<file path="src/sv/pvt_pkg.sv">
// Shared types, field widths and operation codes for the voice table.
package pvt_pkg;

  localparam int NUM_VOICES_DEF = 8;

  localparam int OP_W    = 3;
  localparam int VI_W    = 8;
  localparam int NOTE_W  = 7;
  localparam int FOUND_W = 6;
  localparam int COUNT_W = 7;
  localparam int STAMP_W = 32;

  typedef enum logic [OP_W-1:0] {
    OP_ASSIGN        = 3'd0,
    OP_RELEASE_VOICE = 3'd1,
    OP_RELEASE_NOTE  = 3'd2,
    OP_SET_RELEASE   = 3'd3,
    OP_FIND_NOTE     = 3'd4,
    OP_FIND_FREE     = 3'd5,
    OP_FIND_OLDEST   = 3'd6,
    OP_QUERY         = 3'd7
  } pvt_op_t;

  // Write request into the voice store
  typedef struct packed {
    logic               en_all;   // note, release flag and stamp
    logic               en_rel;   // release flag only
    logic               set_act;
    logic               clr_act;
    logic [FOUND_W-1:0] idx;
    logic [NOTE_W-1:0]  note;
    logic               rel;
    logic [STAMP_W-1:0] stamp;
  } pvt_wr_t;

  // Registered read data of one voice
  typedef struct packed {
    logic               active;
    logic [NOTE_W-1:0]  note;
    logic               rel;
    logic [STAMP_W-1:0] stamp;
  } pvt_rd_t;

  // Compare unit results
  typedef struct packed {
    logic               note_hit;
    logic               is_free;
    logic               older;
    logic [STAMP_W-1:0] eff_stamp;
  } pvt_cmp_t;

endpackage

</file>
<file path="src/sv/pvt_if.sv">
// Request and result channel interfaces of the voice table.
interface pvt_in_if;
  import pvt_pkg::*;
  logic              valid;
  logic              ready;
  logic [OP_W-1:0]   op;
  logic [VI_W-1:0]   voice_index;
  logic [NOTE_W-1:0] note;
  logic              release_flag;

  modport source (output valid, op, voice_index, note, release_flag, input ready);
  modport sink   (input valid, op, voice_index, note, release_flag, output ready);
endinterface

interface pvt_out_if;
  import pvt_pkg::*;
  logic               valid;
  logic               ready;
  logic               ok;
  logic [FOUND_W-1:0] voice_found;
  logic [NOTE_W-1:0]  note_out;
  logic               note_valid;
  logic               active_out;
  logic               releasing_out;
  logic [COUNT_W-1:0] active_count;

  modport source (output valid, ok, voice_found, note_out, note_valid, active_out,
                  releasing_out, active_count, input ready);
  modport sink   (input valid, ok, voice_found, note_out, note_valid, active_out,
                  releasing_out, active_count, output ready);
endinterface

</file>
<file path="src/sv/pvt_voice_mem.sv">
// Voice store: note/flag/stamp memory, active flags and active-voice count.
module pvt_voice_mem #(
  parameter int NUM_VOICES = pvt_pkg::NUM_VOICES_DEF,
  parameter int IW         = (NUM_VOICES > 1) ? $clog2(NUM_VOICES) : 1
) (
  input  logic                        clk,
  input  logic                        rst_n,
  input  pvt_pkg::pvt_wr_t            wr,
  input  logic                        rd_en,
  input  logic [IW-1:0]               rd_idx,
  output pvt_pkg::pvt_rd_t            rd_data,
  output logic [pvt_pkg::COUNT_W-1:0] active_count
);
  import pvt_pkg::*;

  logic [NUM_VOICES-1:0] active_r, active_nxt;
  logic [COUNT_W-1:0]    cnt_r, cnt_nxt;
  logic [NOTE_W-1:0]     note_mem  [NUM_VOICES];
  logic                  rel_mem   [NUM_VOICES];
  logic [STAMP_W-1:0]    stamp_mem [NUM_VOICES];
  pvt_rd_t               rd_data_r;
  logic [IW-1:0]         widx;
  logic                  was_act;

  assign widx    = wr.idx[IW-1:0];
  assign was_act = active_r[widx];

  // active flags and count follow the set/clear requests
  always_comb begin
    active_nxt = active_r;
    cnt_nxt    = cnt_r;
    if (wr.set_act) begin
      active_nxt[widx] = 1'b1;
      if (!was_act) cnt_nxt = cnt_r + COUNT_W'(1);
    end else if (wr.clr_act) begin
      active_nxt[widx] = 1'b0;
      if (was_act) cnt_nxt = cnt_r - COUNT_W'(1);
    end
  end

  always_ff @(posedge clk) begin
    if (!rst_n) begin
      active_r <= '0;
      cnt_r    <= '0;
    end else begin
      active_r <= active_nxt;
      cnt_r    <= cnt_nxt;
    end
  end

  // payload memory: one write port, one registered read port
  always_ff @(posedge clk) begin
    if (wr.en_all) begin
      note_mem[widx]  <= wr.note;
      rel_mem[widx]   <= wr.rel;
      stamp_mem[widx] <= wr.stamp;
    end else if (wr.en_rel) begin
      rel_mem[widx] <= wr.rel;
    end
  end

  always_ff @(posedge clk) begin
    if (rd_en) begin
      rd_data_r.active <= active_r[rd_idx];
      rd_data_r.note   <= note_mem[rd_idx];
      rd_data_r.rel    <= rel_mem[rd_idx];
      rd_data_r.stamp  <= stamp_mem[rd_idx];
    end
  end

  assign rd_data      = rd_data_r;
  assign active_count = cnt_r;

  a_count_matches: assert property (@(posedge clk) disable iff (!rst_n)
    cnt_r == COUNT_W'($countones(active_r)))
    else $error("active count out of step with active flags");

  a_no_set_and_clear: assert property (@(posedge clk) disable iff (!rst_n)
    !(wr.set_act && wr.clr_act))
    else $error("voice set and cleared in one write");

endmodule

</file>
<file path="src/sv/pvt_cmp_unit.sv">
// Shared compare unit: note match, free check and stamp age compare.
module pvt_cmp_unit (
  input  logic [pvt_pkg::NOTE_W-1:0]  key_note,
  input  pvt_pkg::pvt_rd_t            rd,
  input  logic [pvt_pkg::STAMP_W-1:0] best_stamp,
  output pvt_pkg::pvt_cmp_t           res
);
  import pvt_pkg::*;

  logic [STAMP_W-1:0] eff;

  // inactive voices read as stamp 0
  assign eff = rd.active ? rd.stamp : '0;

  always_comb begin
    res.note_hit  = rd.active && (rd.note == key_note);
    res.is_free   = !rd.active;
    res.older     = eff < best_stamp;
    res.eff_stamp = eff;
  end

endmodule

</file>
<file path="src/sv/polyphonic_voice_table.sv">
// Voice table top level: request sequencer around the voice store and compare unit.
//
// Requests arrive on in_ch and one result beat per request leaves on out_ch;
// both use valid/ready, a beat moving when both are high.
// A request is taken only while the sequencer is idle. Assign, release voice,
// set release flag and a rejected index go straight to the result; a query
// reads its voice once; release note, find note, find free and find oldest
// search all voices.
// Searches walk the voices one per cycle through the single read port of the
// voice memory and the shared compare unit; that walk sets the search time.
// The next request is accepted the cycle after the result is loaded into the
// output register, so a request can be taken while the previous result is
// still held. If the receiver stalls, the result stays in the output register
// and a finished search waits until the register is free.
// Reset clears all active flags, the active count and sets the stamp counter
// to one; no memory clearing pass is needed since inactive voices are masked.
module polyphonic_voice_table #(
  parameter int NUM_VOICES = pvt_pkg::NUM_VOICES_DEF
) (
  input  logic      clk,
  input  logic      rst_n,
  pvt_in_if.sink    in_ch,
  pvt_out_if.source out_ch
);
  import pvt_pkg::*;

  localparam int IW = (NUM_VOICES > 1) ? $clog2(NUM_VOICES) : 1;

  typedef enum logic [1:0] {ST_IDLE, ST_SCAN, ST_DRAIN, ST_RESP} state_t;

  state_t             state_r, state_nxt;
  pvt_op_t            op_r, op_nxt, in_op;
  logic [NOTE_W-1:0]  key_r, key_nxt;
  logic [IW-1:0]      scan_r, scan_nxt;
  logic               rd_vld_r, rd_vld_nxt;
  logic [IW-1:0]      rd_idx_r, rd_idx_nxt;
  logic               ok_r, ok_nxt;
  logic [IW-1:0]      found_r, found_nxt;
  logic [STAMP_W-1:0] best_r, best_nxt;
  logic [NOTE_W-1:0]  qnote_r, qnote_nxt;
  logic               qact_r, qact_nxt;
  logic               qrel_r, qrel_nxt;
  logic [STAMP_W-1:0] stamp_r, stamp_nxt;

  logic               out_valid_r, out_valid_nxt;
  logic               out_ok_r, out_ok_nxt;
  logic [FOUND_W-1:0] out_found_r, out_found_nxt;
  logic [NOTE_W-1:0]  out_note_r, out_note_nxt;
  logic               out_act_r, out_act_nxt;
  logic               out_rel_r, out_rel_nxt;
  logic [COUNT_W-1:0] out_cnt_r, out_cnt_nxt;

  pvt_wr_t            wr;
  logic               rd_en;
  logic [IW-1:0]      rd_addr;
  pvt_rd_t            rd_data;
  pvt_cmp_t           cmp;
  logic [COUNT_W-1:0] act_cnt;
  logic               vi_ok;
  logic               rel_hit;

  pvt_voice_mem #(.NUM_VOICES(NUM_VOICES), .IW(IW)) u_mem (
    .clk          (clk),
    .rst_n        (rst_n),
    .wr           (wr),
    .rd_en        (rd_en),
    .rd_idx       (rd_addr),
    .rd_data      (rd_data),
    .active_count (act_cnt)
  );

  pvt_cmp_unit u_cmp (
    .key_note   (key_r),
    .rd         (rd_data),
    .best_stamp (best_r),
    .res        (cmp)
  );

  assign in_op   = pvt_op_t'(in_ch.op);
  assign vi_ok   = in_ch.voice_index < VI_W'(NUM_VOICES);
  assign rel_hit = (op_r == OP_RELEASE_NOTE) && ok_r;

  assign in_ch.ready          = (state_r == ST_IDLE);
  assign out_ch.valid         = out_valid_r;
  assign out_ch.ok            = out_ok_r;
  assign out_ch.voice_found   = out_found_r;
  assign out_ch.note_out      = out_note_r;
  assign out_ch.note_valid    = out_act_r;
  assign out_ch.active_out    = out_act_r;
  assign out_ch.releasing_out = out_rel_r;
  assign out_ch.active_count  = out_cnt_r;

  always_comb begin
    state_nxt     = state_r;
    op_nxt        = op_r;
    key_nxt       = key_r;
    scan_nxt      = scan_r;
    ok_nxt        = ok_r;
    found_nxt     = found_r;
    best_nxt      = best_r;
    qnote_nxt     = qnote_r;
    qact_nxt      = qact_r;
    qrel_nxt      = qrel_r;
    stamp_nxt     = stamp_r;
    out_valid_nxt = out_valid_r;
    out_ok_nxt    = out_ok_r;
    out_found_nxt = out_found_r;
    out_note_nxt  = out_note_r;
    out_act_nxt   = out_act_r;
    out_rel_nxt   = out_rel_r;
    out_cnt_nxt   = out_cnt_r;
    wr            = '0;
    rd_en         = 1'b0;
    rd_addr       = scan_r;
    rd_vld_nxt    = 1'b0;

    // fold in the voice read last cycle
    if (rd_vld_r) begin
      case (op_r)
        OP_RELEASE_NOTE, OP_FIND_NOTE: begin
          if (!ok_r && cmp.note_hit) begin
            ok_nxt    = 1'b1;
            found_nxt = rd_idx_r;
          end
        end
        OP_FIND_FREE: begin
          if (!ok_r && cmp.is_free) begin
            ok_nxt    = 1'b1;
            found_nxt = rd_idx_r;
          end
        end
        OP_FIND_OLDEST: begin
          if ((rd_idx_r == '0) || cmp.older) begin
            best_nxt  = cmp.eff_stamp;
            found_nxt = rd_idx_r;
          end
        end
        OP_QUERY: begin
          qact_nxt  = rd_data.active;
          qnote_nxt = rd_data.active ? rd_data.note : '0;
          qrel_nxt  = rd_data.active && rd_data.rel;
        end
        default: ;
      endcase
    end

    // result register drains independently
    if (out_valid_r && out_ch.ready) out_valid_nxt = 1'b0;

    case (state_r)
      ST_IDLE: begin
        if (in_ch.valid) begin
          op_nxt    = in_op;
          key_nxt   = in_ch.note;
          scan_nxt  = '0;
          ok_nxt    = 1'b0;
          found_nxt = '0;
          best_nxt  = '0;
          qnote_nxt = '0;
          qact_nxt  = 1'b0;
          qrel_nxt  = 1'b0;
          wr.idx    = in_ch.voice_index[FOUND_W-1:0];
          state_nxt = ST_RESP;
          case (in_op)
            OP_ASSIGN: begin
              if (vi_ok) begin
                wr.en_all = 1'b1;
                wr.set_act = 1'b1;
                wr.note   = in_ch.note;
                wr.stamp  = stamp_r;
                stamp_nxt = stamp_r + STAMP_W'(1);
                ok_nxt    = 1'b1;
              end
            end
            OP_RELEASE_VOICE: begin
              if (vi_ok) begin
                wr.en_all  = 1'b1;
                wr.clr_act = 1'b1;
                ok_nxt     = 1'b1;
              end
            end
            OP_SET_RELEASE: begin
              if (vi_ok) begin
                wr.en_rel = 1'b1;
                wr.rel    = in_ch.release_flag;
                ok_nxt    = 1'b1;
              end
            end
            OP_QUERY: begin
              if (vi_ok) begin
                rd_en      = 1'b1;
                rd_addr    = in_ch.voice_index[IW-1:0];
                rd_vld_nxt = 1'b1;
                ok_nxt     = 1'b1;
                state_nxt  = ST_DRAIN;
              end
            end
            OP_FIND_OLDEST: begin
              ok_nxt    = 1'b1;
              state_nxt = ST_SCAN;
            end
            default: state_nxt = ST_SCAN;
          endcase
        end
      end
      ST_SCAN: begin
        rd_en      = 1'b1;
        rd_vld_nxt = 1'b1;
        if (scan_r == IW'(NUM_VOICES - 1)) state_nxt = ST_DRAIN;
        else scan_nxt = scan_r + IW'(1);
      end
      ST_DRAIN: state_nxt = ST_RESP;
      ST_RESP: begin
        if (!out_valid_r || out_ch.ready) begin
          // release-note clears the hit voice as the result goes out
          if (rel_hit) begin
            wr.en_all  = 1'b1;
            wr.clr_act = 1'b1;
            wr.idx     = FOUND_W'(found_r);
          end
          out_valid_nxt = 1'b1;
          out_ok_nxt    = ok_r;
          out_found_nxt = FOUND_W'(found_r);
          out_note_nxt  = qnote_r;
          out_act_nxt   = qact_r;
          out_rel_nxt   = qrel_r;
          out_cnt_nxt   = act_cnt - COUNT_W'(rel_hit);
          state_nxt     = ST_IDLE;
        end
      end
      default: state_nxt = ST_IDLE;
    endcase
    rd_idx_nxt = rd_addr;
  end

  always_ff @(posedge clk) begin
    if (!rst_n) begin
      state_r     <= ST_IDLE;
      rd_vld_r    <= 1'b0;
      stamp_r     <= STAMP_W'(1);
      out_valid_r <= 1'b0;
    end else begin
      state_r     <= state_nxt;
      rd_vld_r    <= rd_vld_nxt;
      stamp_r     <= stamp_nxt;
      out_valid_r <= out_valid_nxt;
    end
    op_r        <= op_nxt;
    key_r       <= key_nxt;
    scan_r      <= scan_nxt;
    rd_idx_r    <= rd_idx_nxt;
    ok_r        <= ok_nxt;
    found_r     <= found_nxt;
    best_r      <= best_nxt;
    qnote_r     <= qnote_nxt;
    qact_r      <= qact_nxt;
    qrel_r      <= qrel_nxt;
    out_ok_r    <= out_ok_nxt;
    out_found_r <= out_found_nxt;
    out_note_r  <= out_note_nxt;
    out_act_r   <= out_act_nxt;
    out_rel_r   <= out_rel_nxt;
    out_cnt_r   <= out_cnt_nxt;
  end

  a_drain_has_data: assert property (@(posedge clk) disable iff (!rst_n)
    state_r == ST_DRAIN |-> rd_vld_r)
    else $error("drain state without read data in flight");

  a_drain_to_resp: assert property (@(posedge clk) disable iff (!rst_n)
    state_r == ST_DRAIN |=> state_r == ST_RESP)
    else $error("drain did not move to result");

  a_read_in_range: assert property (@(posedge clk) disable iff (!rst_n)
    rd_vld_r |-> ({1'b0, rd_idx_r} < (IW + 1)'(NUM_VOICES)))
    else $error("voice read beyond table");

endmodule
</file>
<file path="src/flat_wrapper.sv">
// flat-port wrapper written by rule: the top's interface ports become plain ports
module polyphonic_voice_table_flat import pvt_pkg::*;
#(
  parameter int NUM_VOICES = pvt_pkg::NUM_VOICES_DEF
)
  (clk, rst_n, in_ch_valid, in_ch_op, in_ch_voice_index, in_ch_note, in_ch_release_flag, in_ch_ready, out_ch_valid, out_ch_ok, out_ch_voice_found, out_ch_note_out, out_ch_note_valid, out_ch_active_out, out_ch_releasing_out, out_ch_active_count, out_ch_ready);
  pvt_in_if in_ch_i ();
  pvt_out_if out_ch_i ();
  input  logic clk;
  input  logic rst_n;
  input wire logic [$bits(in_ch_i.valid)-1:0] in_ch_valid;
  input wire logic [$bits(in_ch_i.op)-1:0] in_ch_op;
  input wire logic [$bits(in_ch_i.voice_index)-1:0] in_ch_voice_index;
  input wire logic [$bits(in_ch_i.note)-1:0] in_ch_note;
  input wire logic [$bits(in_ch_i.release_flag)-1:0] in_ch_release_flag;
  output wire logic [$bits(in_ch_i.ready)-1:0] in_ch_ready;
  output wire logic [$bits(out_ch_i.valid)-1:0] out_ch_valid;
  output wire logic [$bits(out_ch_i.ok)-1:0] out_ch_ok;
  output wire logic [$bits(out_ch_i.voice_found)-1:0] out_ch_voice_found;
  output wire logic [$bits(out_ch_i.note_out)-1:0] out_ch_note_out;
  output wire logic [$bits(out_ch_i.note_valid)-1:0] out_ch_note_valid;
  output wire logic [$bits(out_ch_i.active_out)-1:0] out_ch_active_out;
  output wire logic [$bits(out_ch_i.releasing_out)-1:0] out_ch_releasing_out;
  output wire logic [$bits(out_ch_i.active_count)-1:0] out_ch_active_count;
  input wire logic [$bits(out_ch_i.ready)-1:0] out_ch_ready;
  assign in_ch_i.valid = in_ch_valid;
  assign in_ch_i.op = in_ch_op;
  assign in_ch_i.voice_index = in_ch_voice_index;
  assign in_ch_i.note = in_ch_note;
  assign in_ch_i.release_flag = in_ch_release_flag;
  assign in_ch_ready = in_ch_i.ready;
  assign out_ch_valid = out_ch_i.valid;
  assign out_ch_ok = out_ch_i.ok;
  assign out_ch_voice_found = out_ch_i.voice_found;
  assign out_ch_note_out = out_ch_i.note_out;
  assign out_ch_note_valid = out_ch_i.note_valid;
  assign out_ch_active_out = out_ch_i.active_out;
  assign out_ch_releasing_out = out_ch_i.releasing_out;
  assign out_ch_active_count = out_ch_i.active_count;
  assign out_ch_i.ready = out_ch_ready;
  polyphonic_voice_table #(.NUM_VOICES(NUM_VOICES)) u_core (.clk(clk), .rst_n(rst_n), .in_ch(in_ch_i), .out_ch(out_ch_i));
endmodule
</file>
<file path="config.mk">
export PLATFORM = sky130hd
export DESIGN_NAME = polyphonic_voice_table_flat
export DESIGN_NICKNAME = d
export VERILOG_FILES = /design/src/sv/pvt_pkg.sv /design/src/sv/pvt_if.sv /design/src/sv/pvt_voice_mem.sv /design/src/sv/pvt_cmp_unit.sv /design/src/sv/polyphonic_voice_table.sv /design/src/flat_wrapper.sv
export SDC_FILE = /design/constraint.sdc
export NUM_CORES = 1
export LEC_CHECK = 0
export ABC_AREA = 1
export BUFFER_PORTS_ARGS = -buffer_cell sky130_fd_sc_hd__buf_2
export CORE_MARGIN = 10
export CORE_UTILIZATION = 50
export DETAILED_ROUTE_END_ITERATION = 10
export PLACE_DENSITY = 0.66
export SETUP_SLACK_MARGIN = 0.2
export SKIP_CTS_REPAIR_TIMING = 1
export SKIP_LAST_GASP = 1
export SLEW_MARGIN = 20
export SYNTH_ARGS = -nofsm -noshare
export SYNTH_HDL_FRONTEND = slang
export SYNTH_HIERARCHICAL = 1
export SYNTH_SLANG_ARGS = --single-unit
</file>
<file path="constraint.sdc">
create_clock -name clk -period 8.02 [get_ports clk]
set_clock_uncertainty 0.05 [all_clocks]
set_input_delay 1.604 -clock clk [delete_from_list [all_inputs] [get_ports clk]]
set_output_delay 1.604 -clock clk [all_outputs]
set_load 0.05 [all_outputs]
</file>
==> results.sh, run 1 <==
export IMPL_status="finished, final reports clean"
export IMPL_timing_rr_start="u_core/state_r[0]"
export IMPL_fillCellCount=3565
export IMPL_die_x_um=227
export IMPL_finalSetupViolCount=0
export IMPL_cp_data_arrival_time_ns=5.44
export IMPL_area_delta_synth_final_pct=12.0
export IMPL_fin_cells=2697
export IMPL_antenna_found_initial=0
export IMPL_dp_hpwl_um=31000
export IMPL_overflow=0
export IMPL_clk_latency_ns=0.60
export IMPL_p_switching_mw=2.58
export IMPL_dr_pass1_iters=5
export IMPL_worstMarginPinSlew_ns=1.04
export IMPL_critical_path_required_ns=8.27
export IMPL_setup_worst_path_end_class="flop"
export IMPL_endpoint="u_core/u_mem/stamp_mem[5][29]"
export IMPL_rsz0062_at_grt="false"
export IMPL_layout_setup_ws_ns=2.82
export IMPL_worst_r2r_cell_count=12
export IMPL_clkTransAtPathRegs_ns=0.06
export IMPL_io_buffers=45
export IMPL_drive_above_1_share_pct=8.67
export IMPL_startpoint="in_ch_valid"
export IMPL_cp_slowest_cell="a21oi_1"
export IMPL_p_sw_share_pct=33.4
export IMPL_antenna_cells=0
export IMPL_cp_cell_sequence="buf_2, nand2_1, buf_4, inv_1, nand2_1, a21oi_1, inv_6, nor2_1, inv_1, nor2_4, buf_4"
export IMPL_drc=0
export IMPL_core_sq_um=42000
export IMPL_rows=75
export IMPL_drt_iter0_markers=1309
export IMPL_p_leak_nw=9.16
export IMPL_design_area_sq_um=23900
export IMPL_pwr_share_comb_pct=27.2
export IMPL_drv_cap=0
export IMPL_via_per_inst=5.50
export IMPL_p_total_mw=7.72
export IMPL_cts_buffers=51
export IMPL_grt_pass1_wl_um=77600
export IMPL_cts_tree="built"
export IMPL_drt_wl_total_um=49700
export IMPL_setup_tns_ns=0
export IMPL_fin_crit_ns=5.20
export IMPL_peakVddDrop_v=0.000307
export IMPL_cp_max_fo=37
export IMPL_synth_area_per_cell_sq_um=10.2
export IMPL_syn_inst=2087
export IMPL_p_seq_share_pct=40.6
export IMPL_p_per_area_nw_per_um2=323
export IMPL_die_h_um=227
export IMPL_postPlaceCellArea_sq_um=22100
export IMPL_synth_area_sq_um=21300
export IMPL_grt_start_max_net_pins=166
export IMPL_vias=14800
export IMPL_die_area_sq_um=51300
export IMPL_timing_slew_headroom_pct=30.8
export IMPL_ctsLongestPathBuffers=3
export IMPL_cp_top_family="buffers and inverters"
export IMPL_wl_per_cell_um=18.4
export IMPL_initial_utilization_pct=50.7
export IMPL_whs_ns=0.381
export IMPL_dp_cells=2601
export IMPL_track_usage_pct=19.3
export IMPL_critical_path_buf_inv_count=6
export IMPL_ctsRootBufferMaster="clkbuf_16"
export IMPL_hold_violations=0
export IMPL_max_stage_delay_ns=0.83
export IMPL_dp_slack_ns=2.14
export IMPL_r2r_setup_slack_ns=3.15
export IMPL_min_period_over_period_pct=64.8
export IMPL_power_share_clock_pct=32.2
export IMPL_rr_endpoint="u_core/u_mem/stamp_mem[5][29]"
export IMPL_report_final_slew_viol_count=0
export IMPL_io_pins=49
export IMPL_cts_sinks=493
export IMPL_crit_type="input pin to flop"
export IMPL_hold_path_class="flop to flop"
export IMPL_grt_pass1_vias=14000
export IMPL_fin_util_pct=56.8
export IMPL_htreeDepth=2
export IMPL_antenna_left=0
export IMPL_internal_power_mw=5.15
export IMPL_ys_warn_count=6
export IMPL_nets=2185
export IMPL_cp_num_cells=11
export IMPL_startpoint_type="input pin"
export IMPL_fmax_ghz=0.192
export IMPL_gp_congestion=0.888
-- final cells by class --
type	instances	area, sq um	area share [%]
clock buffers	61	1340	5.59
clock inverters	34	429	1.80
multi-input cells	1269	6300	26.4
inverters	232	880	3.68
flip-flops and latches	493	13800	57.8
repair buffers	69	455	1.91
well taps	539	674	2.82
-- placed cells by master, fill, tap and decap left out, drive strengths merged, types with 4 or more instances in the layout --
master and n:
edfxtp 394, nand2 380, nor2 319, inv 229, o21ai 212, dfxtp 99
a21oi 99, o22ai 81, buf 69, clkbuf 61, nand3 46, ha 45
nor3 27, clkinv 24, nand4 16, bufinv 10, xor2 8, xnor2 6
a221oi 5, a211oi 4, nor4 4
-- sequential cells by signal, indices dropped and copies added (netlist names), 2 cells and up, named ones only --
name and count:
u_core/op_r 3, u_core/out_ch.active_count 7, u_core/qnote_r 7, u_core/found_r 3
u_core/scan_r 3, u_core/u_mem/active_count 7, u_core/u_mem/note_mem 56, u_core/rd_idx_r 3
u_core/state_r 2, u_core/u_mem/rd_data 41, u_core/out_ch.note_out 7, u_core/u_mem/stamp_mem 256
u_core/out_ch.voice_found 3, u_core/u_mem/rel_mem 8, u_core/stamp_r 32, u_core/best_r 32
u_core/key_r 7
-- power groups by stage --
stage / registers (mW) / clock network, mW / logic (mW)
2_1_floorplan: 3.15 / 0 / 1.51
3_3_place_gp: 3.19 / 0 / 2.04
3_5_place_dp: 3.19 / 0 / 2.09
4_1_cts: 3.13 / 2.53 / 2.10
5_1_grt: 3.15 / 2.62 / 2.38
6_report: 3.14 / 2.49 / 2.10
-- metal layers --
layer  vias up  GRT usage, %  wire length, um
met1      7081          26.7            22100
met2       508          30.4            22600
met4         0          6.95             1320
met5         -             0                0
met3        86          3.14             3590
li1       7150             -                -
-- worst min path at each step --
stage | startpoint | end | cells after the start
after floorplan | u_core/qact_r | u_core/out_ch.active_out | 0
after global placement | u_core/qnote_r[1] | u_core/out_ch.note_out[1] | 0
after detailed placement | u_core/qnote_r[1] | u_core/out_ch.note_out[1] | 0
after CTS | u_core/qnote_r[1] | u_core/out_ch.note_out[1] | 0
after global routing | u_core/qnote_r[1] | u_core/out_ch.note_out[1] | 0
final | u_core/qact_r | u_core/out_ch.active_out | 0
(Power assumes the default switching activity.)
==> inputs of run 2 (changes only) <==
==> constraint.sdc (replaced) <==
create_clock -name clk -period 5.1 [get_ports clk]
set_clock_uncertainty 0.05 [all_clocks]
set_input_delay 1.02 -clock clk [delete_from_list [all_inputs] [get_ports clk]]
set_output_delay 1.02 -clock clk [all_outputs]
set_load 0.05 [all_outputs]
==> run 2 against run 1 <==
  * Die area unchanged
  * Setup slack got worse by 1.1 ns
  * Combinational power increased by 65%
  * Worst hold slack got worse by 0.0015 ns
  * Critical path type is now flop to flop
  * Largest cell class unchanged
  * Largest power group unchanged
==> results.sh, run 2 (same netlist as run 1, synthesis figures left out) <==
export IMPL_status="finished, final reports clean"
export IMPL_min_period_over_period_pct=67.1
export IMPL_critical_path_required_ns=5.26
export IMPL_die_area_sq_um=51300
export IMPL_cts_tree="built"
export IMPL_area_delta_synth_final_pct=12.0
export IMPL_final_common_cell="edfxtp_1"
export IMPL_peakVddDrop_v=0.000329
export IMPL_critical_path_buf_inv_count=6
export IMPL_clkTransAtPathRegs_ns=0.06
export IMPL_postPlaceCellArea_sq_um=22200
export IMPL_setup_worst_path_end_class="flop"
export IMPL_gp_congestion=0.884
export IMPL_hold_path_class="flop to flop"
export IMPL_io_buffers=45
export IMPL_cts_buffers=51
export IMPL_r2r_setup_slack_ns=1.68
export IMPL_antenna_cells=0
export IMPL_fin_crit_ns=3.42
export IMPL_nets=2185
export IMPL_cp_data_arrival_time_ns=3.59
export IMPL_design_area_sq_um=23900
export IMPL_grt_pass1_wl_um=78100
export IMPL_drc=0
export IMPL_grt_pass1_vias=14200
export IMPL_cts_sinks=493
export IMPL_max_stage_delay_ns=0.60
export IMPL_via_per_inst=5.48
export IMPL_rsz0062_at_grt="false"
export IMPL_drv_cap=0
export IMPL_antenna_left=0
export IMPL_fin_util_pct=56.8
export IMPL_htreeDepth=2
export IMPL_wl_met2_um=23100
export IMPL_wl_met1_um=21500
export IMPL_cp_slowest_cell="buf_4"
export IMPL_finalSetupViolCount=0
export IMPL_crit_type="flop to flop"
export IMPL_dr_pass1_iters=6
export IMPL_p_total_mw=12.1
export IMPL_path_common_cell="inv_1"
export IMPL_ctsRootBufferMaster="clkbuf_16"
export IMPL_dr_max_layer_used="met4"
export IMPL_cp_max_fo=39
export IMPL_cp_top_family="buffers and inverters"
export IMPL_setup_tns_ns=0
export IMPL_die_x_um=227
export IMPL_die_h_um=227
export IMPL_antenna_found_initial=0
export IMPL_initial_utilization_pct=50.7
export IMPL_rows=75
export IMPL_worstMarginPinSlew_ns=0.892
export IMPL_timing_slew_headroom_pct=40.5
export IMPL_p_per_area_nw_per_um2=507
export IMPL_drive_above_1_share_pct=8.67
export IMPL_vias=14800
export IMPL_clk_latency_ns=0.59
export IMPL_io_pins=49
export IMPL_final_cell_mix="394 x edfxtp_1, 374 x nand2_1, 302 x nor2_1, 222 x inv_1, 206 x o21ai_0"
export IMPL_hold_violations=0
export IMPL_ctsLongestPathBuffers=3
export IMPL_largest_reg_flops=256
export IMPL_drt_wl_total_um=50100
export IMPL_report_final_slew_viol_count=0
export IMPL_track_usage_pct=19.6
export IMPL_cp_cell_sequence="inv_1, ha_1, nand2_1, inv_1, nand2_1, a21oi_1, inv_1, nor2_1, inv_1, nor2_1, inv_1, nor2_4, buf_4"
export IMPL_wl_per_cell_um=18.6
export IMPL_drt_iter0_markers=1405
export IMPL_p_leak_nw=9.16
export IMPL_grt_start_max_net_pins=166
export IMPL_fmax_ghz=0.292
export IMPL_core_sq_um=42000
export IMPL_largest_register="u_core/u_mem/stamp_mem"
export IMPL_overflow=0
export IMPL_dp_hpwl_um=29400
export IMPL_startpoint_type="flop"
export IMPL_wl_met3_um=4310
run 2: changes by cell type in the layout (fill, tap and decap cells not counted), sizes merged:
cell,change
bufinv,-3
inv,+1
clkinvlp,-1
clkinv,+1
run 2: stage by stage:
stage | cells | hold WS [ns] | setup slack, ns
floorplan | 2089 | 0.359 | 0.199
global placement | 2601 | 0.367 | 1.26
finish | 2695 | 0.380 | 1.68
global route | 2695 | 0.388 | 1.39
detailed placement | 2602 | 0.368 | 1.28
CTS | 2695 | 0.382 | 1.71
run 2: power breakdown:
| part | internal [mW] | total (mW) | switching, mW |
|---|---|---|---|
| Clock | 2.26 | 3.78 | 1.52 |
| Sequential | 4.71 | 4.89 | 0.170 |
| Combinational | 1.04 | 3.46 | 2.42 |
run 2: layer usage:
metal,vias up,track usage (%)
met5,-,0
met4,0,6.62
met3,89,3.22
met2,540,31.4
met1,7013,26.5
li1,7134,-
run 2: area by class of cell:
| class | count | area [sq um] |
|---|---|---|
| repair buffers | 69 | 526 |
| fillers | 3508 | 18100 |
| clock inverters | 32 | 338 |
| multi-input cells | 1269 | 6290 |
| well taps | 539 | 674 |
| clock buffers | 61 | 1370 |
| inverters | 232 | 880 |
| flip-flops and latches | 493 | 13800 |
run 2: path summary, 6_finish.rpt:
kind,cells past startpoint,startpoint,endpoint
hold reg to reg,0,u_core/qnote_r[1],u_core/out_ch.note_out[1]
setup / recovery,13,u_core/state_r[0],u_core/u_mem/stamp_mem[3][1]
hold / removal,0,u_core/qnote_r[1],u_core/out_ch.note_out[1]
setup reg to reg,13,u_core/state_r[0],u_core/u_mem/stamp_mem[3][1]
